==> src/sv/bpfa_pkg.sv <==
`default_nettype none

package bpfa_pkg;

  // one map word covers this many frames
  localparam int unsigned WORD_BITS = 64;
  localparam int unsigned BIT_W     = 6;

  // config port address width (two 32-bit registers)
  localparam int unsigned CFG_AW    = 3;

  // register index, taken from paddr[2]
  localparam logic CFG_TOTAL = 1'b0;
  localparam logic CFG_RSVD  = 1'b1;

  typedef enum logic [1:0] {
    ACT_ALLOC = 2'd0,
    ACT_FREE  = 2'd1,
    ACT_INIT  = 2'd2
  } action_e;

  typedef enum logic [1:0] {
    ST_OK    = 2'd0,
    ST_OOM   = 2'd1,
    ST_RANGE = 2'd2,
    ST_DFREE = 2'd3
  } status_e;

  // window limits applied to one map word during the search
  typedef struct packed {
    logic             lo_en;
    logic [BIT_W-1:0] lo_bit;
    logic             hi_en;
    logic [BIT_W-1:0] hi_bit;
  } scan_ctrl_t;

  typedef struct packed {
    logic             hit;
    logic [BIT_W-1:0] idx;
  } scan_res_t;

endpackage

`default_nettype wire

==> src/sv/bpfa_word_scan.sv <==
`default_nettype none

module bpfa_word_scan import bpfa_pkg::*; (
  input  wire logic [WORD_BITS-1:0] word_i,
  input  wire scan_ctrl_t           ctrl_i,
  output scan_res_t                 res_o
);

  localparam logic [WORD_BITS-1:0] ONES = {WORD_BITS{1'b1}};

  logic [WORD_BITS-1:0] free_bits;

  // free frames inside the window, then lowest index first
  always_comb begin
    free_bits = ~word_i;
    if (ctrl_i.lo_en) begin
      free_bits = free_bits & (ONES << ctrl_i.lo_bit);
    end
    if (ctrl_i.hi_en) begin
      free_bits = free_bits & (ONES >> (BIT_W'(WORD_BITS - 1) - ctrl_i.hi_bit));
    end
    res_o.hit = |free_bits;
    res_o.idx = '0;
    for (int i = WORD_BITS - 1; i >= 0; i--) begin
      if (free_bits[i]) begin
        res_o.idx = BIT_W'(i);
      end
    end
  end

endmodule

`default_nettype wire

==> config.mk <==
export PLATFORM = sky130hd
export DESIGN_NAME = bpfa_word_scan
export DESIGN_NICKNAME = d
export VERILOG_FILES = /design/src/sv/bpfa_pkg.sv /design/src/sv/bpfa_word_scan.sv
export SDC_FILE = /design/constraint.sdc
export NUM_CORES = 1
export LEC_CHECK = 0
export BUFFER_PORTS_ARGS = -buffer_cell sky130_fd_sc_hd__buf_2
export CELL_PAD_IN_SITES_DETAIL_PLACEMENT = 0
export CELL_PAD_IN_SITES_GLOBAL_PLACEMENT = 1
export CORE_MARGIN = 3
export CORE_UTILIZATION = 33
export DETAILED_ROUTE_END_ITERATION = 6
export PLACE_DENSITY_LB_ADDON = 0.1
export RECOVER_POWER = 100
export SLEW_MARGIN = 20
export SYNTH_ARGS = -nofsm -noshare
export SYNTH_HDL_FRONTEND = slang
export SYNTH_SLANG_ARGS = --single-unit
export TNS_END_PERCENT = 5
==> constraint.sdc <==
create_clock -name vclk -period 2.55
set_clock_uncertainty 0.15 [all_clocks]
set_input_delay 0.3825 -clock vclk [all_inputs]
set_output_delay 0.3825 -clock vclk [all_outputs]
set_load 0.02 [all_outputs]
==> results.md, run 1 <==
- Result of the run: finished, violations left
- Failing checks: setup timing
- Kind of critical path: primary input to output pin
- Via Count: 4,305
- Top Ports: 85
- Post-synthesis to final-layout area growth: 81.5%
- Count of input and output buffers: 85
- Share of final-layout standard cells stronger than drive strength 1: 0.542
- Vias in the first global route: 4,122
- Wirelength, routed: 14,900 um
- Row count: 31
- Count of antenna-violating nets left after detailed routing: 0
- Final setup viols: 7
- Max Transition Viols Final: 0
- Busiest layer in global routing: met2
- Initial Util: 0.343
- GR Layer Usage met3: 0.0225
- Final hold slack: 1310 ps
- Total number of nets in the final design: 702
- Netlist area before placement: 0.00251 mm2
- Final Non-Filler Cells: 721
- Tcrit/Tclk final: 1.25
- Global-route met1 utilization: 0.457
- Cell variety after synth: 65
- Maximum VDD drop: 106 uV
- Required time of the worst setup path: 2020 ps
- Power density of the placed cells: 204 mW/mm2
- Post-synthesis area per instance: 6.26 um2
- Arrival time of data at the critical path endpoint: 2670 ps
- Net count after synthesis: 480
- Slew headroom: 0.625
- Placed wire-length estimate: 12,400 um
- Final critical delay including setup and external delays: 3200 ps
- Pin count of the biggest net entering global routing: 15
- Cell count after placement: 717
- Actual transition at the worst max-transition pin: 558 ps
- Crit path max fanout: 5
- Initial antenna violation count: 0
- RSZ-0062 raised after global routing: yes
- CP Capture Type: output pin
- Met2 Usage GRT: 0.546
- Seq cells: 0
- Commonest non-fill, non-tap cells in the layout: sky130_fd_sc_hd__buf_4, sky130_fd_sc_hd__buf_2, sky130_fd_sc_hd__nand2_1
- Routed vias/inst: 5.97
- Overall track demand over capacity in global routing: 0.330
- Max Clk Rate: 0.313 GHz
- # Max-Cap Violations: 0
- Sum of overflow across all layers after global routing: 0
- Count of clock-net buffers in the final layout: 0
- GPL Wtd Cong: 1.01
- First drt pass iteration count: 6
- Global-route wire length before repair: 22,300 um
- Width of the die: 93.3 um
- Die Height: 93.3 um
- Classification of the worst-slack hold path: primary input to output pin
- Commonest non-fill, non-tap cell in the layout: sky130_fd_sc_hd__buf_4
- Detailed-route DRC error count: 0
- Setup slack after layout: -648 ps
- Yosys warnings: 0
- Full die area: 0.00870 mm2
- Post-Layout Inst Area: 0.00456 mm2
- Area taken by flip-flops and latches: 0 um2
- Element type at the critical path start: primary input
- Average detailed-routed wire length per instance: 20.6 um
- Total Negative Setup Slacks: -4030 ps
- First DRT Iteration DRCs: 397
- Total leakage power: 2.06 nW
- Post-detailed-placement cell area: 0.00428 mm2
- Count of antenna diodes in the layout: 0
- Part of the Yosys area used for sequential elements: 0
- Placeable core region: 0.00733 mm2
- Synthesized instance count: 402
- Final-report hold violation count: 0
==> logic make-up (layout without fill, tap and decap cells) <==
kind of cell    Yosys count  after routing  synth area share
buf+inv                  36            256            0.0791
simple gates            180            180             0.399
compound gates          186            186             0.522
==> cell usage after synthesis, drive strengths merged (10+ instances only) <==
cell	n	share of area
o21ai	34	0.068
a211oi	19	0.057
and2	14	0.035
buf	23	0.060
nand2	45	0.067
nand3	11	0.022
nand4	11	0.027
nor2	30	0.045
and3	10	0.025
a21oi	42	0.085
a221oi	11	0.038
==> layout make-up <==
| type | instances | area [um2] |
|---|---|---|
| tap | 99 | 124 |
| inverter | 6 | 22.5 |
| multi-input combinational | 366 | 2680 |
| fill | 727 | 2770 |
| timing repair buffer | 250 | 1740 |
==> through the flow <==
stage | setup slack, ps | util | power, mW
floorplan | -191 | - | 0.423
global placement | -729 | 0.584 | 0.842
detailed placement | -832 | 0.584 | 0.849
CTS | -610 | 0.603 | 0.884
global route | -704 | 0.623 | 0.994
finish | -648 | 0.623 | 0.933
==> path summary, 6_finish.rpt <==
kind  startpoint       end  slack [ps]  cells after the start
min    word_i[0]  res_o[2]        1310                      6
max    ctrl_i[4]  res_o[1]        -650                     12
==> repair_timing <==
action | CTS | global route
gates resized for setup | 35 | 32
endpoints found under the hold margin | 0 | 0
pin swaps | 9 | 8
buffers inserted | 3 | 1
endpoints found under the setup margin | 7 | 7
hold buffers | 0 | 0
==> worst max-delay path: stages <==
cell	delay (ps)
sky130_fd_sc_hd__buf_2	150
sky130_fd_sc_hd__buf_12	140
sky130_fd_sc_hd__nor3b_4	210
sky130_fd_sc_hd__buf_6	150
sky130_fd_sc_hd__buf_4	130
sky130_fd_sc_hd__a2111oi_0	110
sky130_fd_sc_hd__buf_4	160
sky130_fd_sc_hd__nor2_1	160
sky130_fd_sc_hd__nand4_1	200
sky130_fd_sc_hd__or4_4	460
sky130_fd_sc_hd__o211a_4	250
sky130_fd_sc_hd__buf_2	150
==> metal layers <==
metal	up-vias	part of all wire
met3	38	0.068
met5	-	0
met4	0	0.037
met2	227	0.46
met1	2006	0.44
li1	2034	-
==> where the power goes <==
group          internal [mW]  total, mW  switching [mW]
Clock                      0          0               0
Combinational          0.448      0.933           0.484
Sequential                 0          0               0
Total                  0.448      0.933           0.484
Power figures use the tool's default switching activity.
==> inputs of run 2 (changes only) <==
--- a/config.mk
+++ b/config.mk
@@ -8,6 +8,7 @@
 export BUFFER_PORTS_ARGS = -buffer_cell sky130_fd_sc_hd__buf_2
 export CELL_PAD_IN_SITES_DETAIL_PLACEMENT = 0
 export CELL_PAD_IN_SITES_GLOBAL_PLACEMENT = 1
+export CORE_ASPECT_RATIO = 0.5
 export CORE_MARGIN = 3
 export CORE_UTILIZATION = 33
 export DETAILED_ROUTE_END_ITERATION = 6
==> run 2 against run 1 <==
The run still ends with setup timing left. Power rose by 6.6%. Setup slack lost 12 ps. Cell area grew 3.7%. Hold slack about the same. Clock-buffer cell count did not move. Routed wire length up 7.7%. Maximum frequency down 0.36%. Non-clock buffer count increased by 4. Combinational power is 6.5% higher. Critical path type unchanged. Largest power group unchanged.
==> results.md, run 2 (synthesis gave the netlist of run 1 again) <==
- Number of cells on the worst hold path: 6
- Busiest layer in global routing: met2
- Placeable core region: 0.00702 mm2
- Combinational group share of total power: 1.000
- Met2 Usage GRT: 0.527
- Result of the run: finished, violations left
- Total number of nets in the final design: 706
- Post-CTS Hold Fix Bufs: 0
- Required time of the worst setup path: 2020 ps
- RSZ-0062 raised after global routing: yes
- Failing checks: setup timing
- Count of antenna-violating nets left after detailed routing: 0
- Number of inserted filler cells in the final layout: 662
- Global-route wire length before repair: 23,300 um
- # Max-Cap Violations: 0
- Pin count of the biggest net entering global routing: 19
- Combined area of the multi-input logic cells: 0.00275 mm2
- Tcrit/Tclk final: 1.26
- Share of final-layout standard cells stronger than drive strength 1: 0.559
- Count of antenna diodes in the layout: 0
- Cell chain of the critical path: buf_2, buf_12, nor3b_4, and2_4, a221o_1, a21boi_2, nand4_1, or4_1, o211a_4, buf_6
- Final hold slack: 1310 ps
- Wirelength, routed: 16,000 um
- Initial antenna violation count: 0
- CP Capture Type: output pin
- Actual transition at the worst max-transition pin: 662 ps
- GR Layer Usage met3: 0.124
- Post-Layout Inst Area: 0.00473 mm2
- GPL Wtd Cong: 1.07
- Commonest non-fill, non-tap cells in the layout: sky130_fd_sc_hd__buf_4, sky130_fd_sc_hd__buf_2, sky130_fd_sc_hd__nand2_1
- Commonest non-fill, non-tap cell in the layout: sky130_fd_sc_hd__buf_4
- Final setup viols: 7
- Total leakage power: 2.12 nW
- Global-route met1 utilization: 0.491
- Slew headroom: 0.555
- Average detailed-routed wire length per instance: 22.3 um
- Setup slack after layout: -659 ps
- Crit path max fanout: 6
- Power Internal: 467 uW
- Placed wire-length estimate: 13,400 um
- Classification of the worst-slack hold path: primary input to output pin
- Switching component of the power: 528 uW
- Final-report hold violation count: 0
- Clock network power share: 0
- Seq cells: 0
- Row count: 21
- Arrival time of data at the critical path endpoint: 2680 ps
- Max Transition Viols Final: 0
- Sw Share: 0.531
- Top Ports: 85
- Maximum VDD drop: 122 uV
- First drt pass iteration count: 5
- Width of the die: 129 um
- Count of clock-net buffers in the final layout: 0
- Final critical delay including setup and external delays: 3210 ps
- Peak per-stage delay on the critical path: 440 ps
- Flop pwr share: 0
- Detailed-route DRC error count: 0
- Post-synthesis to final-layout area growth: 88.2%
- Count of input and output buffers: 85
- Routed vias/inst: 6.21
- First DRT Iteration DRCs: 491
- Post-detailed-placement cell area: 0.00434 mm2
- Initial Util: 0.358
- Element type at the critical path start: primary input
- Full die area: 0.00877 mm2
- Kind of critical path: primary input to output pin
- Via Count: 4,460
- Vias in the first global route: 4,256
- Area taken by flip-flops and latches: 0 um2
- Slowest-stage cell, CP: sky130_fd_sc_hd__or4_1
- Die Height: 67.7 um
- Startpoint of the most critical hold path: word_i[0]
- Sum of overflow across all layers after global routing: 0
- Max Clk Rate: 0.312 GHz
- Overall track demand over capacity in global routing: 0.353
- Crit path from: ctrl_i[5]
- Power density of the placed cells: 210 mW/mm2
==> run 2: repair_timing <==
item	4_1_cts	5_1_grt
resized for setup	48	42
buffers inserted	4	1
setup endpoints to repair	7	7
pin swaps	11	11
==> run 2: critical path: cells and delay by family <==
kind | cells | cell delay [ps]
buf+inv | 3 | 380
compound gates | 3 | 750
simple gates | 4 | 1160
==> run 2: routing by layer <==
metal | share of wire | vias to the layer above
li1 | - | 2040
met1 | 0.44 | 2095
met2 | 0.41 | 287
met3 | 0.14 | 38
met4 | 0.017 | 0
met5 | 0 | -
==> run 2: worst paths after layout <==
check	end	slack, ps
max	res_o[1]	-660
min	res_o[0]	1310
==> run 2: area by class of cell <==
class,instances,area share
multi-input combinational,366,0.581
timing repair buffer,254,0.390
tap,92,0.0243
inverter,6,0.00476
==> run 2: through the flow <==
| step | cells | utilization | setup TNS, ps | total power, mW | setup slack (ps) |
|---|---|---|---|---|---|
| after floorplan | 402 | - | -1090 | 0.423 | -191 |
| after global placement | 713 | 0.619 | -4720 | 0.855 | -724 |
| after detailed placement | 713 | 0.619 | -4960 | 0.870 | -788 |
| after CTS | 717 | 0.651 | -3940 | 0.916 | -615 |
| after global routing | 718 | 0.675 | -4590 | 1.05 | -696 |
| final | 718 | 0.675 | -4090 | 0.994 | -659 |
==> run 2: power groups by stage <==
stage / combinational (mW) / sequential [mW] / clock, mW
final: 0.994 / 0 / 0
after global routing: 1.05 / 0 / 0
after CTS: 0.916 / 0 / 0
after detailed placement: 0.870 / 0 / 0
after global placement: 0.855 / 0 / 0
after floorplan: 0.423 / 0 / 0
==> inputs of run 3 (changes only) <==
--- a/config.mk
+++ b/config.mk
@@ -5,10 +5,10 @@
 export SDC_FILE = /design/constraint.sdc
 export NUM_CORES = 1
 export LEC_CHECK = 0
-export BUFFER_PORTS_ARGS = -buffer_cell sky130_fd_sc_hd__buf_2
+export BUFFER_PORTS_ARGS = -buffer_cell sky130_fd_sc_hd__clkbuf_2
 export CELL_PAD_IN_SITES_DETAIL_PLACEMENT = 0
 export CELL_PAD_IN_SITES_GLOBAL_PLACEMENT = 1
-export CORE_ASPECT_RATIO = 0.5
+export CORE_ASPECT_RATIO = 0.8
 export CORE_MARGIN = 3
 export CORE_UTILIZATION = 33
 export DETAILED_ROUTE_END_ITERATION = 6
==> run 3 against run 2 <==
The flow still finishes with violations (setup timing). Routed wire length shrank 8.6%. Via count shrank 4.7%. Non-clock buffer count shrank 4. Sequential share of layout area is the same. Clock-buffer cell count is the same. Hold slack lost 35 ps. Utilization shrank 3.1 points. Critical path depth grew 1. Combinational power shrank 5.8%. Setup slack lost 11 ps. Die area shrank 0.66%. Largest power group unchanged. Highest routed layer unchanged.
==> results.md, run 3 (synthesis gave the netlist of run 1 again) <==
- Final-report hold violation count: 0
- Via Count: 4,250
- Die Height: 84.1 um
- CP Capture Type: output pin
- Post-synthesis to final-layout area growth: 82.3%
- Count of clock-net buffers in the final layout: 0
- First DRT Iteration DRCs: 354
- Count of antenna-violating nets left after detailed routing: 0
- Routed vias/inst: 5.88
- Placeable core region: 0.00713 mm2
- RSZ-0062 raised after global routing: yes
- Sum of overflow across all layers after global routing: 0
- Count of antenna diodes in the layout: 0
- Startpoint of the most critical hold path: word_i[0]
- Total leakage power: 2.08 nW
- Max Clk Rate: 0.311 GHz
- Actual transition at the worst max-transition pin: 696 ps
- Flop pwr share: 0
- Slew headroom: 0.532
- Share of final-layout standard cells stronger than drive strength 1: 0.535
- Power Internal: 448 uW
- Crit-path leading delay family: simple AND/OR/NAND/NOR gates
- Most frequent cell on the critical path: sky130_fd_sc_hd__buf_12
- Average detailed-routed wire length per instance: 20.2 um
- Wirelength, routed: 14,600 um
- Crit path max fanout: 6
- Final critical delay including setup and external delays: 3220 ps
- Full die area: 0.00871 mm2
- First drt pass iteration count: 5
- Hold Path End: res_o[0]
- Final setup viols: 7
- Utilization of the core after routing: 0.643
- Failing checks: setup timing
- GPL Wtd Cong: 1.01
- Stages on worst setup path: 11
- Area taken by flip-flops and latches: 0 um2
- # Max-Cap Violations: 0
- Placed wire-length estimate: 12,400 um
- Arrival time of data at the critical path endpoint: 2690 ps
- Result of the run: finished, violations left
- Top Ports: 85
- Classification of the worst-slack hold path: primary input to output pin
- Max Transition Viols Final: 0
- Overall track demand over capacity in global routing: 0.321
- Initial Util: 0.353
- Clock network power share: 0
- Combinational group share of total power: 1.000
- Power density of the placed cells: 204 mW/mm2
- Total number of nets in the final design: 702
- Cell chain of the critical path: buf_2, buf_12, nor4b_4, buf_12, a2111oi_4, buf_4, nor2_2, o211ai_1, or4_4, o211a_4, clkbuf_2
- Initial antenna violation count: 0
- Number of cells on the worst hold path: 6
- Switching component of the power: 488 uW
- Commonest non-fill, non-tap cell in the layout: sky130_fd_sc_hd__buf_4
- Vias in the first global route: 4,085
- Global-route wire length before repair: 22,400 um
- Required time of the worst setup path: 2020 ps
- Tcrit/Tclk final: 1.26
- Setup slack after layout: -670 ps
- Maximum VDD drop: 113 uV
- Width of the die: 104 um
- Kind of critical path: primary input to output pin
- Total Negative Setup Slacks: -4150 ps
- Seq cells: 0
- Sw Share: 0.521
- Slowest-stage cell, CP: sky130_fd_sc_hd__or4_4
- Combined buffer and inverter count along the critical path: 5
- Count of input and output buffers: 85
- Commonest non-fill, non-tap cells in the layout: sky130_fd_sc_hd__buf_4, sky130_fd_sc_hd__clkbuf_2, sky130_fd_sc_hd__nand2_1
- Element type at the critical path start: primary input
- Detailed-route DRC error count: 0
- Row count: 27
- Total power after layout: 936 uW
- Peak per-stage delay on the critical path: 510 ps
- Pin count of the biggest net entering global routing: 15
- Post-placement setup slack: -822 ps
run 3: cell count changes in the layout (fill, tap and decap cells not counted), moves of 5 or more:
cell / before / now
sky130_fd_sc_hd__a211oi_2: 8 / 3
sky130_fd_sc_hd__a221oi_1: 1 / 6
sky130_fd_sc_hd__a221oi_2: 10 / 4
sky130_fd_sc_hd__buf_2: 75 / 1
sky130_fd_sc_hd__buf_6: 7 / 0
sky130_fd_sc_hd__clkbuf_2: 0 / 77
sky130_fd_sc_hd__o21ai_0: 20 / 26
run 3: power by group through the flow:
stage	Combinational, mW	Sequential [mW]	Clock (mW)
3_5_place_dp	0.849	0	0
3_3_place_gp	0.843	0	0
6_report	0.936	0	0
4_1_cts	0.890	0	0
5_1_grt	1.00	0	0
2_1_floorplan	0.423	0	0
run 3: routing by layer:
metal | GRT usage | routed length [um] | share of wire | vias up
li1 | - | - | - | 2041
met1 | 0.460 | 6590 | 0.45 | 1970
met2 | 0.500 | 6130 | 0.42 | 213
met3 | 0.0611 | 1540 | 0.11 | 26
met4 | 0.0592 | 367 | 0.025 | 0
met5 | 0 | 0 | 0 | -
run 3: what timing repair did:
action,4_1_cts,5_1_grt
gates cloned,0,0
hold buffers,0,0
setup buffers,1,1
endpoints found under the setup margin,7,7
pin swaps,9,10
resized for setup,42,23
run 3: final cells by class:
| class | instances | area (um2) |
|---|---|---|
| well taps | 101 | 126 |
| repair buffers | 250 | 1750 |
| fillers | 683 | 2540 |
| multi-input cells | 366 | 2690 |
| inverters | 6 | 22.5 |
run 3: how the worst max path moves through the flow:
| stage | startpoint | endpoint | slack (ps) |
|---|---|---|---|
| final | ctrl_i[2] | res_o[1] | -670 |
| after floorplan | ctrl_i[6] | res_o[1] | -190 |
| after detailed placement | ctrl_i[4] | res_o[1] | -820 |
| after global routing | ctrl_i[10] | res_o[1] | -760 |
| after CTS | ctrl_i[8] | res_o[1] | -650 |
| after global placement | ctrl_i[2] | res_o[1] | -800 |
run 3: tightest hold or removal path: cells and delay by family:
family	cells	cell delay [ps]
buf+inv	2	240
compound gates	4	420
run 3: stage by stage:
step	hold slack (ps)	cell area, um2	cells
4_1_cts	1270	4480	722
6_report	1280	4590	723
3_5_place_dp	1260	4310	721
2_1_floorplan	994	2680	402
5_1_grt	1330	4590	723
3_3_place_gp	1270	4310	721
